[config.mk]
export PLATFORM = sky130hd
export DESIGN_NAME = clipped_bresenham_line
export DESIGN_NICKNAME = d
export VERILOG_FILES = /design/src/rtl/clbl_pkg.sv /design/src/rtl/clbl_cfg.sv /design/src/rtl/clbl_front.sv /design/src/rtl/clbl_back.sv /design/src/rtl/clipped_bresenham_line.sv
export SDC_FILE = /design/constraint.sdc
export NUM_CORES = 1
export LEC_CHECK = 0
export ABC_AREA = 1
export BUFFER_PORTS_ARGS = -buffer_cell sky130_fd_sc_hd__buf_2
export CAP_MARGIN = 15
export CORE_UTILIZATION = 55
export DETAILED_ROUTE_END_ITERATION = 16
export GPL_ROUTABILITY_DRIVEN = 0
export PLACE_DENSITY_LB_ADDON = 0.12
export SETUP_SLACK_MARGIN = 0.2
export SYNTH_ARGS = -nofsm -noshare
export SYNTH_HDL_FRONTEND = slang
export SYNTH_SLANG_ARGS = --single-unit
[constraint.sdc]
create_clock -name i_clk -period 15.9 [get_ports i_clk]
set_input_delay 1.59 -clock i_clk [delete_from_list [all_inputs] [get_ports i_clk]]
set_output_delay 1.59 -clock i_clk [all_outputs]
set_load 0.05 [all_outputs]
[src/rtl/clbl_pkg.sv]
// ----------------------------------------------------------------------------
// clbl_pkg
// Shared types, register map and constants of the clipped line generator.
// ----------------------------------------------------------------------------
package clbl_pkg;

    localparam int COORD_BITS_DEF = 12;
    localparam int ADDR_BITS_DEF  = 20;

    // configuration registers
    localparam int REG_W   = 11;
    localparam int DATA_W  = 32;
    localparam int PADDR_W = 5;
    localparam int IDX_W   = 3;

    // queue depths
    localparam int CMDQ_DEPTH = 4;
    localparam int OUTQ_DEPTH = 2;

    typedef enum logic [IDX_W-1:0] {
        REG_FRAME_WIDTH  = 3'd0,
        REG_FRAME_HEIGHT = 3'd1,
        REG_CLIP_LEFT    = 3'd2,
        REG_CLIP_TOP     = 3'd3,
        REG_CLIP_RIGHT   = 3'd4,
        REG_CLIP_BOTTOM  = 3'd5
    } t_reg_idx;

    localparam logic [REG_W-1:0] RST_FRAME_WIDTH  = 11'd320;
    localparam logic [REG_W-1:0] RST_FRAME_HEIGHT = 11'd240;
    localparam logic [REG_W-1:0] RST_CLIP_LEFT    = 11'd0;
    localparam logic [REG_W-1:0] RST_CLIP_TOP     = 11'd0;
    localparam logic [REG_W-1:0] RST_CLIP_RIGHT   = 11'd320;
    localparam logic [REG_W-1:0] RST_CLIP_BOTTOM  = 11'd240;

    typedef enum logic {
        CMD_BEGIN   = 1'b0,
        CMD_ADVANCE = 1'b1
    } t_cmd;

    typedef struct packed {
        logic [REG_W-1:0] frame_width;
        logic [REG_W-1:0] frame_height;
        logic [REG_W-1:0] clip_left;
        logic [REG_W-1:0] clip_top;
        logic [REG_W-1:0] clip_right;
        logic [REG_W-1:0] clip_bottom;
    } t_cfg;

    // classification of one queued command
    typedef struct packed {
        t_cmd cmd;
        logic neg_x;
        logic neg_y;
        logic x_major;
    } t_line_ctl;

endpackage

[src/rtl/clbl_cfg.sv]
// ----------------------------------------------------------------------------
// clbl_cfg
// APB register file holding frame size and clip rectangle.
// ----------------------------------------------------------------------------
module clbl_cfg (
    input  logic                               i_clk,
    input  logic                               i_rst_n,
    input  logic                               psel,
    input  logic                               penable,
    input  logic                               pwrite,
    input  logic [clbl_pkg::PADDR_W-1:0]       paddr,
    input  logic [clbl_pkg::DATA_W-1:0]        pwdata,
    output logic [clbl_pkg::DATA_W-1:0]        prdata,
    output logic                               pready,
    output clbl_pkg::t_cfg                     o_cfg
);

    localparam int PAD_W = clbl_pkg::DATA_W - clbl_pkg::REG_W;

    clbl_pkg::t_cfg                   r_cfg;
    logic [clbl_pkg::IDX_W-1:0]       idx;
    logic                             wr;
    logic [clbl_pkg::REG_W-1:0]       wval;
    logic [clbl_pkg::REG_W-1:0]       rval;

    assign idx   = paddr[clbl_pkg::PADDR_W-1:2];
    assign wr    = psel & penable & pwrite;
    assign wval  = pwdata[clbl_pkg::REG_W-1:0];
    assign pready = 1'b1;
    assign o_cfg = r_cfg;

    always_ff @(posedge i_clk) begin
        if (!i_rst_n) begin
            r_cfg.frame_width  <= clbl_pkg::RST_FRAME_WIDTH;
            r_cfg.frame_height <= clbl_pkg::RST_FRAME_HEIGHT;
            r_cfg.clip_left    <= clbl_pkg::RST_CLIP_LEFT;
            r_cfg.clip_top     <= clbl_pkg::RST_CLIP_TOP;
            r_cfg.clip_right   <= clbl_pkg::RST_CLIP_RIGHT;
            r_cfg.clip_bottom  <= clbl_pkg::RST_CLIP_BOTTOM;
        end else if (wr) begin
            unique case (idx)
                clbl_pkg::REG_FRAME_WIDTH:  r_cfg.frame_width  <= wval;
                clbl_pkg::REG_FRAME_HEIGHT: r_cfg.frame_height <= wval;
                clbl_pkg::REG_CLIP_LEFT:    r_cfg.clip_left    <= wval;
                clbl_pkg::REG_CLIP_TOP:     r_cfg.clip_top     <= wval;
                clbl_pkg::REG_CLIP_RIGHT:   r_cfg.clip_right   <= wval;
                clbl_pkg::REG_CLIP_BOTTOM:  r_cfg.clip_bottom  <= wval;
                default: ;
            endcase
        end
    end

    always_comb begin
        unique case (idx)
            clbl_pkg::REG_FRAME_WIDTH:  rval = r_cfg.frame_width;
            clbl_pkg::REG_FRAME_HEIGHT: rval = r_cfg.frame_height;
            clbl_pkg::REG_CLIP_LEFT:    rval = r_cfg.clip_left;
            clbl_pkg::REG_CLIP_TOP:     rval = r_cfg.clip_top;
            clbl_pkg::REG_CLIP_RIGHT:   rval = r_cfg.clip_right;
            clbl_pkg::REG_CLIP_BOTTOM:  rval = r_cfg.clip_bottom;
            default:                    rval = '0;
        endcase
    end

    assign prdata = {{PAD_W{1'b0}}, rval};

endmodule

[src/rtl/clbl_front.sv]
// ----------------------------------------------------------------------------
// clbl_front
// Accepts commands, works out line setup for begin commands and queues them.
// ----------------------------------------------------------------------------
module clbl_front #(
    parameter int COORD_BITS = clbl_pkg::COORD_BITS_DEF,
    parameter int ADDR_BITS  = clbl_pkg::ADDR_BITS_DEF
) (
    input  logic                          i_clk,
    input  logic                          i_rst_n,
    input  logic [clbl_pkg::REG_W-1:0]    i_frame_width,
    input  logic                          push,
    output logic                          full,
    input  logic                          i_cmd,
    input  logic [COORD_BITS-1:0]         i_start_x,
    input  logic [COORD_BITS-1:0]         i_start_y,
    input  logic [COORD_BITS-1:0]         i_end_x,
    input  logic [COORD_BITS-1:0]         i_end_y,
    input  logic [15:0]                   i_pen_color,
    output logic                          o_q_valid,
    input  logic                          i_q_pop,
    output clbl_pkg::t_line_ctl           o_q_ctl,
    output logic [COORD_BITS-1:0]         o_q_x,
    output logic [COORD_BITS-1:0]         o_q_y,
    output logic [COORD_BITS-1:0]         o_q_goal_x,
    output logic [COORD_BITS-1:0]         o_q_goal_y,
    output logic [15:0]                   o_q_color,
    output logic [COORD_BITS-1:0]         o_q_major,
    output logic [COORD_BITS-1:0]         o_q_minor,
    output logic [COORD_BITS:0]           o_q_err,
    output logic [ADDR_BITS+1:0]          o_q_addr
);

    localparam int C     = COORD_BITS;
    localparam int A2    = ADDR_BITS + 2;
    localparam int MW    = clbl_pkg::REG_W + C + 1;
    localparam int PW    = (A2 > MW) ? A2 : MW;
    localparam int DEPTH = clbl_pkg::CMDQ_DEPTH;
    localparam int PTR_W = $clog2(DEPTH);
    localparam int CNT_W = $clog2(DEPTH + 1);

    typedef struct packed {
        clbl_pkg::t_line_ctl ctl;
        logic [C-1:0]        x;
        logic [C-1:0]        y;
        logic [C-1:0]        gx;
        logic [C-1:0]        gy;
        logic [15:0]         color;
        logic [C-1:0]        major;
        logic [C-1:0]        minor;
        logic [C:0]          err;
        logic [A2-1:0]       addr;
    } t_entry;

    t_entry             r_mem [DEPTH];
    logic [PTR_W-1:0]   r_wr;
    logic [PTR_W-1:0]   r_rd;
    logic [CNT_W-1:0]   r_cnt;
    logic [PTR_W-1:0]   n_wr;
    logic [PTR_W-1:0]   n_rd;
    logic [CNT_W-1:0]   n_cnt;

    logic               do_push;
    logic [C:0]         dx;
    logic [C:0]         dy;
    logic [C:0]         ndx;
    logic [C:0]         ndy;
    logic [C-1:0]       ax;
    logic [C-1:0]       ay;
    logic               x_major;
    logic [PW-1:0]      w_ext;
    logic [PW-1:0]      y_ext;
    logic [PW-1:0]      x_ext;
    logic [PW-1:0]      prod;
    logic [PW-1:0]      addr_full;
    t_entry             ent;
    t_entry             head;

    // line setup
    assign dx  = {i_end_x[C-1], i_end_x} - {i_start_x[C-1], i_start_x};
    assign dy  = {i_end_y[C-1], i_end_y} - {i_start_y[C-1], i_start_y};
    assign ndx = -dx;
    assign ndy = -dy;
    assign ax  = dx[C] ? ndx[C-1:0] : dx[C-1:0];
    assign ay  = dy[C] ? ndy[C-1:0] : dy[C-1:0];
    assign x_major = (ax >= ay);

    // start address width*y+x, low bits only
    assign w_ext     = {{(PW-clbl_pkg::REG_W){1'b0}}, i_frame_width};
    assign y_ext     = {{(PW-C){i_start_y[C-1]}}, i_start_y};
    assign x_ext     = {{(PW-C){i_start_x[C-1]}}, i_start_x};
    assign prod      = w_ext * y_ext;
    assign addr_full = prod + x_ext;

    always_comb begin
        ent.ctl.cmd     = clbl_pkg::t_cmd'(i_cmd);
        ent.ctl.neg_x   = dx[C];
        ent.ctl.neg_y   = dy[C];
        ent.ctl.x_major = x_major;
        ent.x           = i_start_x;
        ent.y           = i_start_y;
        ent.gx          = i_end_x;
        ent.gy          = i_end_y;
        ent.color       = i_pen_color;
        ent.major       = x_major ? ax : ay;
        ent.minor       = x_major ? ay : ax;
        ent.err         = {2'b00, ent.major[C-1:1]};
        ent.addr        = addr_full[A2-1:0];
    end

    // command queue
    assign full      = (r_cnt == CNT_W'(DEPTH));
    assign o_q_valid = (r_cnt != '0);
    assign do_push   = push & ~full;

    assign n_wr = (r_wr == PTR_W'(DEPTH - 1)) ? '0 : r_wr + 1'b1;
    assign n_rd = (r_rd == PTR_W'(DEPTH - 1)) ? '0 : r_rd + 1'b1;

    always_comb begin
        n_cnt = r_cnt;
        if (do_push && !i_q_pop) begin
            n_cnt = r_cnt + 1'b1;
        end else if (!do_push && i_q_pop) begin
            n_cnt = r_cnt - 1'b1;
        end
    end

    always_ff @(posedge i_clk) begin
        if (!i_rst_n) begin
            r_wr  <= '0;
            r_rd  <= '0;
            r_cnt <= '0;
        end else begin
            r_cnt <= n_cnt;
            if (do_push) begin
                r_wr <= n_wr;
            end
            if (i_q_pop) begin
                r_rd <= n_rd;
            end
        end
    end

    always_ff @(posedge i_clk) begin
        if (do_push) begin
            r_mem[r_wr] <= ent;
        end
    end

    assign head       = r_mem[r_rd];
    assign o_q_ctl    = head.ctl;
    assign o_q_x      = head.x;
    assign o_q_y      = head.y;
    assign o_q_goal_x = head.gx;
    assign o_q_goal_y = head.gy;
    assign o_q_color  = head.color;
    assign o_q_major  = head.major;
    assign o_q_minor  = head.minor;
    assign o_q_err    = head.err;
    assign o_q_addr   = head.addr;

endmodule

[src/rtl/clbl_back.sv]
// ----------------------------------------------------------------------------
// clbl_back
// Steps the active line one pixel per advance and buffers the pixels.
// ----------------------------------------------------------------------------
module clbl_back #(
    parameter int COORD_BITS = clbl_pkg::COORD_BITS_DEF,
    parameter int ADDR_BITS  = clbl_pkg::ADDR_BITS_DEF
) (
    input  logic                          i_clk,
    input  logic                          i_rst_n,
    input  clbl_pkg::t_cfg                i_cfg,
    input  logic                          i_q_valid,
    output logic                          o_q_pop,
    input  clbl_pkg::t_line_ctl           i_q_ctl,
    input  logic [COORD_BITS-1:0]         i_q_x,
    input  logic [COORD_BITS-1:0]         i_q_y,
    input  logic [COORD_BITS-1:0]         i_q_goal_x,
    input  logic [COORD_BITS-1:0]         i_q_goal_y,
    input  logic [15:0]                   i_q_color,
    input  logic [COORD_BITS-1:0]         i_q_major,
    input  logic [COORD_BITS-1:0]         i_q_minor,
    input  logic [COORD_BITS:0]           i_q_err,
    input  logic [ADDR_BITS+1:0]          i_q_addr,
    input  logic                          pop,
    output logic                          empty,
    output logic [COORD_BITS-1:0]         o_pixel_x,
    output logic [COORD_BITS-1:0]         o_pixel_y,
    output logic [ADDR_BITS-1:0]          o_pixel_address,
    output logic [15:0]                   o_pixel_color,
    output logic                          o_write_enable,
    output logic                          o_last
);

    localparam int C     = COORD_BITS;
    localparam int A2    = ADDR_BITS + 2;
    localparam int RW    = clbl_pkg::REG_W;
    localparam int EW    = (C > RW) ? C : RW;
    localparam int DEPTH = clbl_pkg::OUTQ_DEPTH;
    localparam int PTR_W = (DEPTH > 1) ? $clog2(DEPTH) : 1;
    localparam int CNT_W = $clog2(DEPTH + 1);

    typedef struct packed {
        logic [C-1:0]         x;
        logic [C-1:0]         y;
        logic [ADDR_BITS-1:0] addr;
        logic [15:0]          color;
        logic                 we;
        logic                 last;
    } t_pixel;

    // line state
    logic                 r_busy;
    logic [C-1:0]         r_x;
    logic [C-1:0]         r_y;
    logic [C-1:0]         r_gx;
    logic [C-1:0]         r_gy;
    logic [C:0]           r_err;
    logic [C-1:0]         r_major;
    logic [C-1:0]         r_minor;
    logic                 r_neg_x;
    logic                 r_neg_y;
    logic                 r_x_major;
    logic [A2-1:0]        r_addr;
    logic [15:0]          r_color;

    logic [C-1:0]         n_x;
    logic [C-1:0]         n_y;
    logic [C:0]           n_err;
    logic [A2-1:0]        n_addr;

    // pixel buffer
    t_pixel               r_mem [DEPTH];
    logic [PTR_W-1:0]     r_wr;
    logic [PTR_W-1:0]     r_rd;
    logic [CNT_W-1:0]     r_cnt;
    logic [CNT_W-1:0]     n_cnt;
    logic [PTR_W-1:0]     n_wr;
    logic [PTR_W-1:0]     n_rd;

    logic                 out_pop;
    logic                 space;
    logic                 is_begin;
    logic                 emit;
    logic                 fin;
    logic [C:0]           err_sub;
    logic                 take;
    logic                 step_x;
    logic                 step_y;
    logic [C-1:0]         inc_x;
    logic [C-1:0]         inc_y;
    logic [A2-1:0]        w_ext;
    logic [A2-1:0]        stride;
    logic [A2-1:0]        d_major;
    logic [A2-1:0]        d_minor;
    logic [RW-1:0]        right_b;
    logic [RW-1:0]        bottom_b;
    logic [EW-1:0]        x_e;
    logic [EW-1:0]        y_e;
    logic                 in_rect;
    t_pixel               pix;
    t_pixel               head;

    assign out_pop  = pop & ~empty;
    assign space    = (r_cnt != CNT_W'(DEPTH)) | out_pop;
    assign is_begin = (i_q_ctl.cmd == clbl_pkg::CMD_BEGIN);
    // an advance while idle is popped and dropped without giving a pixel
    assign o_q_pop  = i_q_valid & (is_begin | ~r_busy | space);
    assign emit     = i_q_valid & ~is_begin & r_busy & space;

    assign fin = r_x_major ? (r_x == r_gx) : (r_y == r_gy);

    // error term and minor step
    assign err_sub = r_err - {1'b0, r_minor};
    assign take    = err_sub[C];
    assign n_err   = take ? err_sub + {1'b0, r_major} : err_sub;
    assign step_x  = r_x_major | take;
    assign step_y  = ~r_x_major | take;

    assign inc_x = r_neg_x ? {C{1'b1}} : C'(1);
    assign inc_y = r_neg_y ? {C{1'b1}} : C'(1);
    assign n_x   = r_x + (step_x ? inc_x : '0);
    assign n_y   = r_y + (step_y ? inc_y : '0);

    assign w_ext   = {{(A2-RW){1'b0}}, i_cfg.frame_width};
    assign stride  = r_neg_y ? -w_ext : w_ext;
    assign d_major = step_x ? (r_neg_x ? {A2{1'b1}} : A2'(1)) : '0;
    assign d_minor = step_y ? stride : '0;
    assign n_addr  = r_addr + d_major + d_minor;

    // clip test against the frame-limited rectangle
    assign right_b  = (i_cfg.clip_right < i_cfg.frame_width) ?
                      i_cfg.clip_right : i_cfg.frame_width;
    assign bottom_b = (i_cfg.clip_bottom < i_cfg.frame_height) ?
                      i_cfg.clip_bottom : i_cfg.frame_height;
    assign x_e = EW'(r_x);
    assign y_e = EW'(r_y);
    assign in_rect = ~r_x[C-1] & ~r_y[C-1]
                   & (x_e >= EW'(i_cfg.clip_left)) & (x_e < EW'(right_b))
                   & (y_e >= EW'(i_cfg.clip_top))  & (y_e < EW'(bottom_b));

    always_comb begin
        pix.x     = r_x;
        pix.y     = r_y;
        pix.addr  = r_addr[ADDR_BITS-1:0];
        pix.color = r_color;
        pix.we    = in_rect;
        pix.last  = fin;
    end

    always_ff @(posedge i_clk) begin
        if (!i_rst_n) begin
            r_busy <= 1'b0;
        end else if (o_q_pop && is_begin) begin
            r_busy <= 1'b1;
        end else if (emit && fin) begin
            r_busy <= 1'b0;
        end
    end

    always_ff @(posedge i_clk) begin
        if (o_q_pop && is_begin) begin
            r_x       <= i_q_x;
            r_y       <= i_q_y;
            r_gx      <= i_q_goal_x;
            r_gy      <= i_q_goal_y;
            r_err     <= i_q_err;
            r_major   <= i_q_major;
            r_minor   <= i_q_minor;
            r_neg_x   <= i_q_ctl.neg_x;
            r_neg_y   <= i_q_ctl.neg_y;
            r_x_major <= i_q_ctl.x_major;
            r_addr    <= i_q_addr;
            r_color   <= i_q_color;
        end else if (emit && !fin) begin
            r_x    <= n_x;
            r_y    <= n_y;
            r_err  <= n_err;
            r_addr <= n_addr;
        end
    end

    // pixel buffer
    assign n_wr = (r_wr == PTR_W'(DEPTH - 1)) ? '0 : r_wr + 1'b1;
    assign n_rd = (r_rd == PTR_W'(DEPTH - 1)) ? '0 : r_rd + 1'b1;

    always_comb begin
        n_cnt = r_cnt;
        if (emit && !out_pop) begin
            n_cnt = r_cnt + 1'b1;
        end else if (!emit && out_pop) begin
            n_cnt = r_cnt - 1'b1;
        end
    end

    always_ff @(posedge i_clk) begin
        if (!i_rst_n) begin
            r_wr  <= '0;
            r_rd  <= '0;
            r_cnt <= '0;
        end else begin
            r_cnt <= n_cnt;
            if (emit) begin
                r_wr <= n_wr;
            end
            if (out_pop) begin
                r_rd <= n_rd;
            end
        end
    end

    always_ff @(posedge i_clk) begin
        if (emit) begin
            r_mem[r_wr] <= pix;
        end
    end

    assign head            = r_mem[r_rd];
    assign empty           = (r_cnt == '0);
    assign o_pixel_x       = head.x;
    assign o_pixel_y       = head.y;
    assign o_pixel_address = head.addr;
    assign o_pixel_color   = head.color;
    assign o_write_enable  = head.we;
    assign o_last          = head.last;

endmodule

[src/rtl/clipped_bresenham_line.sv]
// ----------------------------------------------------------------------------
// clipped_bresenham_line
// Bresenham line generator with clip rectangle and linear pixel addressing.
// ----------------------------------------------------------------------------
// Takes one command per clock while the command queue is not full. A begin
// command loads a line and gives no pixel; each advance on an active line
// gives one pixel, so a line of n pixels costs n+1 commands. The pixel rate
// is set by the back end's step (error update, coordinate and address adders,
// clip compare); the start address multiply sits in the front end. A
// four-entry command queue sits between the two, and a two-entry pixel buffer
// drives the result ports; a pixel is registered in the buffer before it
// shows on the result side.
// ----------------------------------------------------------------------------
module clipped_bresenham_line #(
    parameter int COORD_BITS = clbl_pkg::COORD_BITS_DEF,
    parameter int ADDR_BITS  = clbl_pkg::ADDR_BITS_DEF
) (
    input  logic                                 i_clk,
    input  logic                                 i_rst_n,
    // configuration
    input  logic                                 psel,
    input  logic                                 penable,
    input  logic                                 pwrite,
    input  logic [clbl_pkg::PADDR_W-1:0]         paddr,
    input  logic [clbl_pkg::DATA_W-1:0]          pwdata,
    output logic [clbl_pkg::DATA_W-1:0]          prdata,
    output logic                                 pready,
    // commands
    input  logic                                 push,
    output logic                                 full,
    input  logic                                 i_cmd,
    input  logic signed [COORD_BITS-1:0]         i_start_x,
    input  logic signed [COORD_BITS-1:0]         i_start_y,
    input  logic signed [COORD_BITS-1:0]         i_end_x,
    input  logic signed [COORD_BITS-1:0]         i_end_y,
    input  logic [15:0]                          i_pen_color,
    // pixels
    input  logic                                 pop,
    output logic                                 empty,
    output logic signed [COORD_BITS-1:0]         o_pixel_x,
    output logic signed [COORD_BITS-1:0]         o_pixel_y,
    output logic [ADDR_BITS-1:0]                 o_pixel_address,
    output logic [15:0]                          o_pixel_color,
    output logic                                 o_write_enable,
    output logic                                 o_last
);

    clbl_pkg::t_cfg          cfg;
    clbl_pkg::t_line_ctl     q_ctl;
    logic                    q_valid;
    logic                    q_pop;
    logic [COORD_BITS-1:0]   q_x;
    logic [COORD_BITS-1:0]   q_y;
    logic [COORD_BITS-1:0]   q_goal_x;
    logic [COORD_BITS-1:0]   q_goal_y;
    logic [15:0]             q_color;
    logic [COORD_BITS-1:0]   q_major;
    logic [COORD_BITS-1:0]   q_minor;
    logic [COORD_BITS:0]     q_err;
    logic [ADDR_BITS+1:0]    q_addr;
    logic [COORD_BITS-1:0]   px;
    logic [COORD_BITS-1:0]   py;

    clbl_cfg u_cfg (
        .i_clk   (i_clk),
        .i_rst_n (i_rst_n),
        .psel    (psel),
        .penable (penable),
        .pwrite  (pwrite),
        .paddr   (paddr),
        .pwdata  (pwdata),
        .prdata  (prdata),
        .pready  (pready),
        .o_cfg   (cfg)
    );

    clbl_front #(
        .COORD_BITS (COORD_BITS),
        .ADDR_BITS  (ADDR_BITS)
    ) u_front (
        .i_clk         (i_clk),
        .i_rst_n       (i_rst_n),
        .i_frame_width (cfg.frame_width),
        .push          (push),
        .full          (full),
        .i_cmd         (i_cmd),
        .i_start_x     (i_start_x),
        .i_start_y     (i_start_y),
        .i_end_x       (i_end_x),
        .i_end_y       (i_end_y),
        .i_pen_color   (i_pen_color),
        .o_q_valid     (q_valid),
        .i_q_pop       (q_pop),
        .o_q_ctl       (q_ctl),
        .o_q_x         (q_x),
        .o_q_y         (q_y),
        .o_q_goal_x    (q_goal_x),
        .o_q_goal_y    (q_goal_y),
        .o_q_color     (q_color),
        .o_q_major     (q_major),
        .o_q_minor     (q_minor),
        .o_q_err       (q_err),
        .o_q_addr      (q_addr)
    );

    clbl_back #(
        .COORD_BITS (COORD_BITS),
        .ADDR_BITS  (ADDR_BITS)
    ) u_back (
        .i_clk           (i_clk),
        .i_rst_n         (i_rst_n),
        .i_cfg           (cfg),
        .i_q_valid       (q_valid),
        .o_q_pop         (q_pop),
        .i_q_ctl         (q_ctl),
        .i_q_x           (q_x),
        .i_q_y           (q_y),
        .i_q_goal_x      (q_goal_x),
        .i_q_goal_y      (q_goal_y),
        .i_q_color       (q_color),
        .i_q_major       (q_major),
        .i_q_minor       (q_minor),
        .i_q_err         (q_err),
        .i_q_addr        (q_addr),
        .pop             (pop),
        .empty           (empty),
        .o_pixel_x       (px),
        .o_pixel_y       (py),
        .o_pixel_address (o_pixel_address),
        .o_pixel_color   (o_pixel_color),
        .o_write_enable  (o_write_enable),
        .o_last          (o_last)
    );

    assign o_pixel_x = px;
    assign o_pixel_y = py;

endmodule

; After elaboration in Yosys (flattened, before gate mapping)
; Memory sizes are Yosys's and may differ from the RTL's. A register that Yosys moved wholly into a read port is not among the register bits.
; Cells that the tools add are included.
[word_totals]
regBits = 204
ramBits = 624
input_bits = 109
output_inout_bits = 97
memories = 2
[memory_table]
columns = name, depth, width, read_ports, rd_ports_with_merged_regs, wr, line
row1 = u_front.r_mem, 4, 125, 1, 1, 1, clbl_front.sv:55  ; t_entry r_mem [DEPTH];
row2 = u_back.r_mem, 2, 62, 1, 1, 1, clbl_back.sv:72  ; t_pixel r_mem [DEPTH];
[op_classes]
add_sub_neg = 20
mul = 1
order_cmp = 7
eq_ne = 11
mux = 43
n_bitwise = 25
reduce_logical = 25
[op_table]
columns = cell, n
row1 = 12-bit 2-to-1 mux, 12
row2 = 22-bit 2-to-1 mux, 6
row3 = 22-bit adder, 3
row4 = 11-bit one-hot mux with 6 select lines, 1
row5 = 13-bit 2-to-1 mux, 3
row6 = 12-bit by 12-bit subtractor with 13-bit output, 2
row7 = 12-bit adder, 2
row8 = 12-bit == test, 2
row9 = 12-bit by 11-bit >= comparator with 1-bit output, 2
row10 = 12-bit by 11-bit less-than comparator with 1-bit output, 2
row11 = 12-bit negator, 2
row12 = 11-bit less-than comparator, 2
row13 = 12-bit by 12-bit multiplier with 22-bit output, 1
row14 = 11-bit 2-to-1 mux, 2
row15 = 11-bit negator with 22-bit output, 1
row16 = 13-bit by 12-bit adder with 13-bit output, 1
row17 = 1-bit AND, 13
row18 = 13-bit by 12-bit subtractor with 13-bit output, 1
row19 = 12-bit >= comparator, 1
row20 = 2-bit 2-to-1 mux, 6
row21 = 2-bit AND reduction, 6
row22 = 1-bit 2-to-1 mux, 11
row23 = "3-bit == test, second input constant", 3
row24 = 2-bit nonzero test, 4
row25 = other kinds (17), 43

; Logic depth before layout (Yosys ltp)
; Gate-level depths: netlist of the first run.
[logic_depth]
word_depth = 9
mapped_depth = 32

; By module
; Synthesis of the first run repeated with hierarchy kept, for this count alone.
[unflattened]
hier_cells = 4341
area_unflattened_um2 = 43624.3
[by_module_without_submodules]
columns = mod, n_inst, cells_each, area_each_um2, seq_area_each_um2
row1 = clbl_front, 1, 2288, 24936.4, 13873.3
row2 = clbl_back, 1, 1513, 15272.1, 7567.3
row3 = clbl_cfg, 1, 540, 3415.8, 1321.3

; Worst setup path after synthesis of the first run
; No wires, ideal clock.
[synth_timing]
kind = input port to flip-flop
from = input push
to = memory u_front.r_mem[0][0] in the netlist's numbering (enable)
setup_ps = 584
arrival_time_ps = 6534
slack_ps = 8782
path_stages = 4
path_buffers = 0
cell_sequence = inv_1 nor2_1 inv_1 nor2_1
[synth_between]
elab_chain_cells = 3
[synth_lines]
columns = element, line
row1 = "start, declared", clipped_bresenham_line.sv:29  ; input logic push,
row2 = 1-bit AND, clbl_front.sv:114  ; assign do_push = push & ~full;
row3 = named net u_front.do_push, clbl_front.sv:63  ; logic do_push;
row4 = 1-bit 2-to-1 mux, clbl_front.sv:145  ; if (do_push) begin
row5 = 1-bit 2-to-1 mux (not written as such), clbl_front.sv:146  ; r_mem[r_wr] <= ent;
row6 = "end, declared", clbl_front.sv:55
; The timed path passes the listed nets, and every way through them passes these cells.

; Worst setup path after layout of the first run
[layout_timing]
from = input i_start_y[0]
to = memory u_front.r_mem[0][15] in the netlist's numbering (data pin)
[layout_between]
elab_chain_cells = 2
[layout_lines]
columns = element, line
row1 = "start, declared", clipped_bresenham_line.sv:33  ; input logic signed [COORD_BITS-1:0] i_start_y,
row2 = 12-bit by 12-bit multiplier with 22-bit output, clbl_front.sv:92  ; assign prod = w_ext * y_ext;
row3 = 22-bit adder, clbl_front.sv:93  ; assign addr_full = prod + x_ext;
row4 = named net u_front.addr_full[15], clbl_front.sv:75  ; logic [PW-1:0] addr_full;
; The timed path passes the listed nets, and every way through them passes these cells.

==> results of run 1 <==
==> layer usage <==
metal | vias to the layer above | share of wire, %
met1 | 13900 | 43
met4 | 8 | 2.6
met2 | 928 | 47
li1 | 13700 | -
met5 | - | 0.046
met3 | 161 | 6.9
==> cells by family (layout without fill, tap and decap cells) <==
| family | Yosys count | in the layout |
|---|---|---|
| flops | 777 | 777 |
| other cells | 2 | 23 |
| compound gates | 800 | 800 |
| mux | 62 | 62 |
| fa+ha+maj | 359 | 359 |
| buf+inv | 613 | 784 |
| simple gates | 1159 | 1159 |
| xor+xnor | 125 | 125 |
==> Yosys cell counts, drive strengths merged (5+ instances only) <==
cell type,number
o21bai,15
a211oi,9
a221oi,11
a31oi,15
dfxtp,81
edfxtp,696
a21o,5
inv,434
o21a,7
o221ai,7
or2,24
a32o,9
nand2,620
xnor2,37
a21oi,170
fa,115
xor2,88
o41ai,7
o211ai,16
o21ai,403
mux2,62
ha,244
buf,40
o22ai,111
nor2,368
nand4,19
nor3,20
nand3,96
o2111ai,5
clkbuf,136
==> where the power goes <==
| group | switching, uW | total, uW | internal [uW] |
|---|---|---|---|
| clock network | 812 | 1960 | 1150 |
| registers | 311 | 3380 | 3070 |
| logic | 3510 | 5260 | 1750 |
| total | 4630 | 10600 | 5970 |
==> state kept, by name, summed over array words and instances (netlist names), 13 cells and up, named ones only <==
signal	count
u_back.r_addr	20
u_back.r_color	16
u_back.r_err	13
u_back.r_mem	124
u_cfg.o_cfg	66
u_front.r_mem	448
==> stage by stage <==
stage | worst slack, ns | utilization, % | hold WS (ns) | instances
after floorplan | 8.78 | - | 0.421 | 3917
after global placement | 8.19 | 57.8 | 0.422 | 4904
after detailed placement | 8.19 | 57.8 | 0.431 | 4904
after CTS | 8.86 | 61.6 | 0.445 | 5057
after global routing | 8.69 | 61.6 | 0.458 | 5057
final | 8.78 | 61.6 | 0.443 | 5058
==> area by class of cell <==
class	count	area [um2]	area share [%]
timing repair buffer	194	1060	2.30
antenna	1	2.50	0.00545
tap	969	1210	2.64
clock buffer	100	2180	4.75
clock inverter	53	611	1.33
sequential	777	22500	49.1
multi-input combinational	2527	16700	36.3
inverter	437	1650	3.59
==> path summary, 6_finish.rpt <==
check | startpoint | endpoint | slack, ns | cells past startpoint
max reg2reg | u_cfg.o_cfg[63] | u_front.r_mem[0][15] | 9.29 | 18
min | u_back.r_color[13] | u_back.r_mem[0][15] | 0.44 | 0
min reg2reg | u_back.r_color[13] | u_back.r_mem[0][15] | 0.44 | 0
max | i_start_y[0] | u_front.r_mem[0][15] | 8.78 | 21
==> impl_metrics.toml, run 1 <==
[die]
floorplan.initialDensity_pct = 55.6
fp.dieW_um = 277
rows = 100
die_area_um2 = 76500
io-pin-count = 206
die_y_um = 277
core_um2 = 74600

[routing]
wl_per_cell_um = 20.7
viasPerCell = 5.68
drc = 0
num_vias = 28700
ant_nets = 0
wirelength_mm = 105
drt_iter0_drc = 2367
first_pass_iters = 6

[cells_and_area]
area_growth_pct = 10.7
stdcell_area_um2 = 45900
final_common_cell = "edfxtp_1"
mostFrequentLayoutCells = "edfxtp_1, nand2_1, inv_1"
layout.nets = 4488
num-fill-cells = 6065
drive_above_1_share_pct = 11.6

[synth]
synth_area_per_cell_um2 = 10.6
yosys.area_share.simple_pct = 11.8
yosysTopAreaCellShare_pct = 50.4
synth_top_family_by_area = "adder cells"
syn_inst = 3897
synthArstFlopShare_pct = 0
synth_top_cell_by_area = "edfxtp_1"
synth-seq-cells = 777
yosysSeqAreaShare_pct = 54.3
synth_edf_count = 696
synth_mux_area_share_pct = 1.68
synth_compound_area_share_pct = 10.9
ys.warnings.count = 0
syn_area_um2 = 41500
synth_fa_ha_area_share_pct = 12.9
synth.distinct_cells = 61
synth_xor_area_share_pct = 2.66
synth_area_leaders = "edfxtp_1, ha_1, fa_1, nand2_1, o21ai_0"
ys.flop_type = "edfxtp_1"

[cts]
root_buffer = "clkbuf_16"
cts_max_level = 3
clock_path_buffers = 3
worstSkewPairLatency_ns = 0.64
post_cts_resized = 0
clk_pin_slew_worst_paths_ns = 0.06
cts_made_buffers = 83
cts_tree = "yes"
postCtsSetupRepairBufs = 0
hold_buffers = 0
clock_sinks = 777

[critical_path]
arrival_ns = 7.42
start_kind = "input port"
slowest_stage = "xor2_1"
cp_num_buf_inv = 6
cp_top_family = "adder cells"
required_ns = 16.19
path_class = "input port to register"
cp-end-kind = "register"
max_stage_delay_ns = 0.81
cp_cell_sequence = "buf_2, nand2_1, inv_1, fa_1, inv_1, fa_1, inv_1, fa_1, inv_1, fa_1, fa_1, inv_1, ha_1, ha_1, nand2_1, o21ai_0, nand3_1, o21bai_1, a21oi_1, o21ai_0, xor2_1"
crit_fanout = 16

[timing]
timing.fmax_mhz = 140
fin_crit_sh_pct = 44.8
clock-skew-final_ns = 0.0335
tns_ns = 0
slew_headroom_pct = 25.0
worst_slew_pin_slew_ns = 1.13
maxSlewViolCount = 0
fin_crit_ns = 7.12
hold_viol_final = 0
rsz0062_at_grt = "no"
setup_viol = 0

[power]
power_leakage_uw = 0.0188
ir_drop_uv = 157
finalPower_uw = 10600
cellPowerDensity_nw_per_um2 = 231

[min_path]
min-delay-path-class = "register to register"

[global_routing]
antenna_found_initial = 8
grt_max_degree = 102
track_usage_pct = 27.5
grt.busiest_layer = "met2"
gr-usage-met2_pct = 45.1
grt_pass1_vias = 27600
use_met1_pct = 38.7
gr-usage-met3_pct = 3.80
grt_overflow = 0
grt_pass1_wl_mm = 161

[run]
cap_violations = 0

[placement]
place_area_um2 = 43100
port_buffers = 160
place_hpwl_mm = 70.3

[status]
outcome = "finished, final reports clean"
(Power assumes the default switching activity.)
==> run 2, diff against run 1 <==
- clock period: 15.9 -> 7.45 ns (I/O delays scaled with it)
==> impl_metrics.toml, run 2 (synthesis gave the netlist of run 1 again) <==
[status]
outcome = "finished, final reports clean"

[power]
switching_share_pct = 43.6
p_int_uw = 12700
cellPowerDensity_nw_per_um2 = 491
ir_drop_uv = 307
clkPwrFrac_pct = 18.3
p_sw_uw = 9810
power_leakage_uw = 0.0187
comb_power_share_pct = 49.6
finalPower_uw = 22500
power_frac_seq_pct = 32.1

[routing]
drt_iter0_drc = 2467
num_vias = 28600
wl_per_cell_um = 20.8
ant_nets = 0
drc = 0
wirelength_mm = 105
first_pass_iters = 5
viasPerCell = 5.66

[die]
fp.dieW_um = 277
floorplan.initialDensity_pct = 55.6
die_y_um = 277
rows = 100
core_um2 = 74600
die_area_um2 = 76500
io-pin-count = 206

[min_path]
min-delay-start = "i_pen_color[0]"
min_to = "u_front.r_mem[2][57]"
hold_depth = 1
min-delay-path-class = "input port to register"

[cts]
hold_buffers = 0
clk_pin_slew_worst_paths_ns = 0.06
clock_sinks = 777
cts_tree = "yes"
root_buffer = "clkbuf_16"
cts_max_level = 3
worstSkewPairLatency_ns = 0.65
clock_path_buffers = 3
cts_made_buffers = 84
post_cts_resized = 0
postCtsSetupRepairBufs = 0

[cells_and_area]
fin_util_pct = 61.5
largest_register_ffs = 448
num-fill-cells = 6103
diodes = 0
drive_above_1_share_pct = 11.2
layout.nets = 4486
final_common_cell = "edfxtp_1"
top_register = "u_front.r_mem"
area_growth_pct = 10.5
mostFrequentLayoutCells = "edfxtp_1, nand2_1, inv_1"
fin_cells = 5055

[placement]
place_hpwl_mm = 69.2
port_buffers = 160
dp.cells = 4901

[critical_path]
cp-end-kind = "register"
path_common_cell = "fa_1"
r2r_cells = 18
cp_top_family = "adder cells"
crit_fanout = 14
path_class = "register to register"
path_depth = 18
max_stage_delay_ns = 0.89
r2r-end = "u_front.r_mem[0][16]"
r2r-start = "u_cfg.o_cfg[61]"
slowest_stage = "dfxtp_1"
required_ns = 7.81
cp_cell_sequence = "nand2_1, fa_1, fa_1, inv_1, fa_1, fa_1, fa_1, fa_1, ha_1, nand2_1, o21ai_0, a21oi_1, o21ai_0, nand2_1, inv_1, nand2_1, nand2_1, xor2_1"
arrival_ns = 6.48
start_kind = "register"
cp_num_buf_inv = 2
rrSetupSlack_ns = 1.34

[timing]
slew_headroom_pct = 21.7
tns_ns = 0
maxSlewViolCount = 0
clock-skew-final_ns = 0.0385
fin_crit_sh_pct = 82.1
hold_slack_ns = 0.316
worst_slew_pin_slew_ns = 1.17
setup_viol = 0
hold_viol_final = 0
fin_crit_ns = 6.11
timing.fmax_mhz = 164
rsz0062_at_grt = "no"

[global_routing]
grt_pass1_wl_mm = 161
antenna_found_initial = 4
track_usage_pct = 27.5
grt_overflow = 0
grt_max_degree = 113
grt_pass1_vias = 27800

[run]
cap_violations = 0
## run 2: cell types whose count changed in the layout (fill, tap and decap cells not counted), moves of 3 or more
cell and delta:
buf_4 -7, clkbuf_1 +10, bufinv_16 -3, clkinvlp_4 -3, buf_12 +4
## run 2: worst register-to-register path: stages (launching register included)
cell     delay (ns)
dfxtp_1        0.89
nand2_1        0.19
fa_1           0.48
fa_1           0.55
inv_1          0.06
fa_1           0.55
fa_1           0.43
fa_1           0.54
fa_1           0.44
ha_1           0.37
nand2_1        0.06
o21ai_0        0.27
a21oi_1        0.11
o21ai_0        0.23
nand2_1        0.08
inv_1          0.09
nand2_1        0.05
nand2_1        0.07
xor2_1         0.39
## run 2: area by class of cell
class / instances / area, um2 / area share [%]
Timing Repair Buffer: 191 / 1080 / 2.36
Tap cell: 969 / 1210 / 2.64
Clock buffer: 109 / 2230 / 4.86
Sequential cell: 777 / 22500 / 49.1
Clock inverter: 45 / 464 / 1.01
Multi-Input combinational cell: 2527 / 16700 / 36.4
Inverter: 437 / 1650 / 3.60
## run 2: worst max path at each step
stage / startpoint / endpoint / slack [ns]
global route: u_cfg.o_cfg[61] / u_front.r_mem[0][16] / 0.87
finish: u_cfg.o_cfg[61] / u_front.r_mem[0][16] / 1.34
global placement: i_start_y[0] / u_front.r_mem[2][15] / 1.07
CTS: u_cfg.o_cfg[61] / u_front.r_mem[1][15] / 1.35
floorplan: push / u_front.r_mem[0][0] / 1.18
detailed placement: i_start_y[0] / u_front.r_mem[1][15] / 1.04
## run 2: power groups by stage
stage	clock, uW	combinational [uW]	sequential, uW
after floorplan	0	8370	6990
after global placement	0	10900	7270
after detailed placement	0	11100	7300
after CTS	4160	11100	7210
after global routing	4320	12600	7290
final	4110	11200	7230
## run 2: routing by layer
layer / up-vias / track usage [%] / part of all wire, %
met1: 13800 / 38.8 / 44
li1: 13700 / - / -
met3: 182 / 3.65 / 6.5
met4: 8 / 8.96 / 3.0
met5: - / 0 / 0.048
met2: 930 / 44.4 / 46
## run 2: per-stage QoR
stage | setup WS [ns] | cell area (um2)
after CTS | 1.35 | 45800
after floorplan | 1.18 | 41600
after global routing | 0.873 | 45800
after global placement | 1.07 | 43100
after detailed placement | 1.04 | 43200
final | 1.34 | 45800
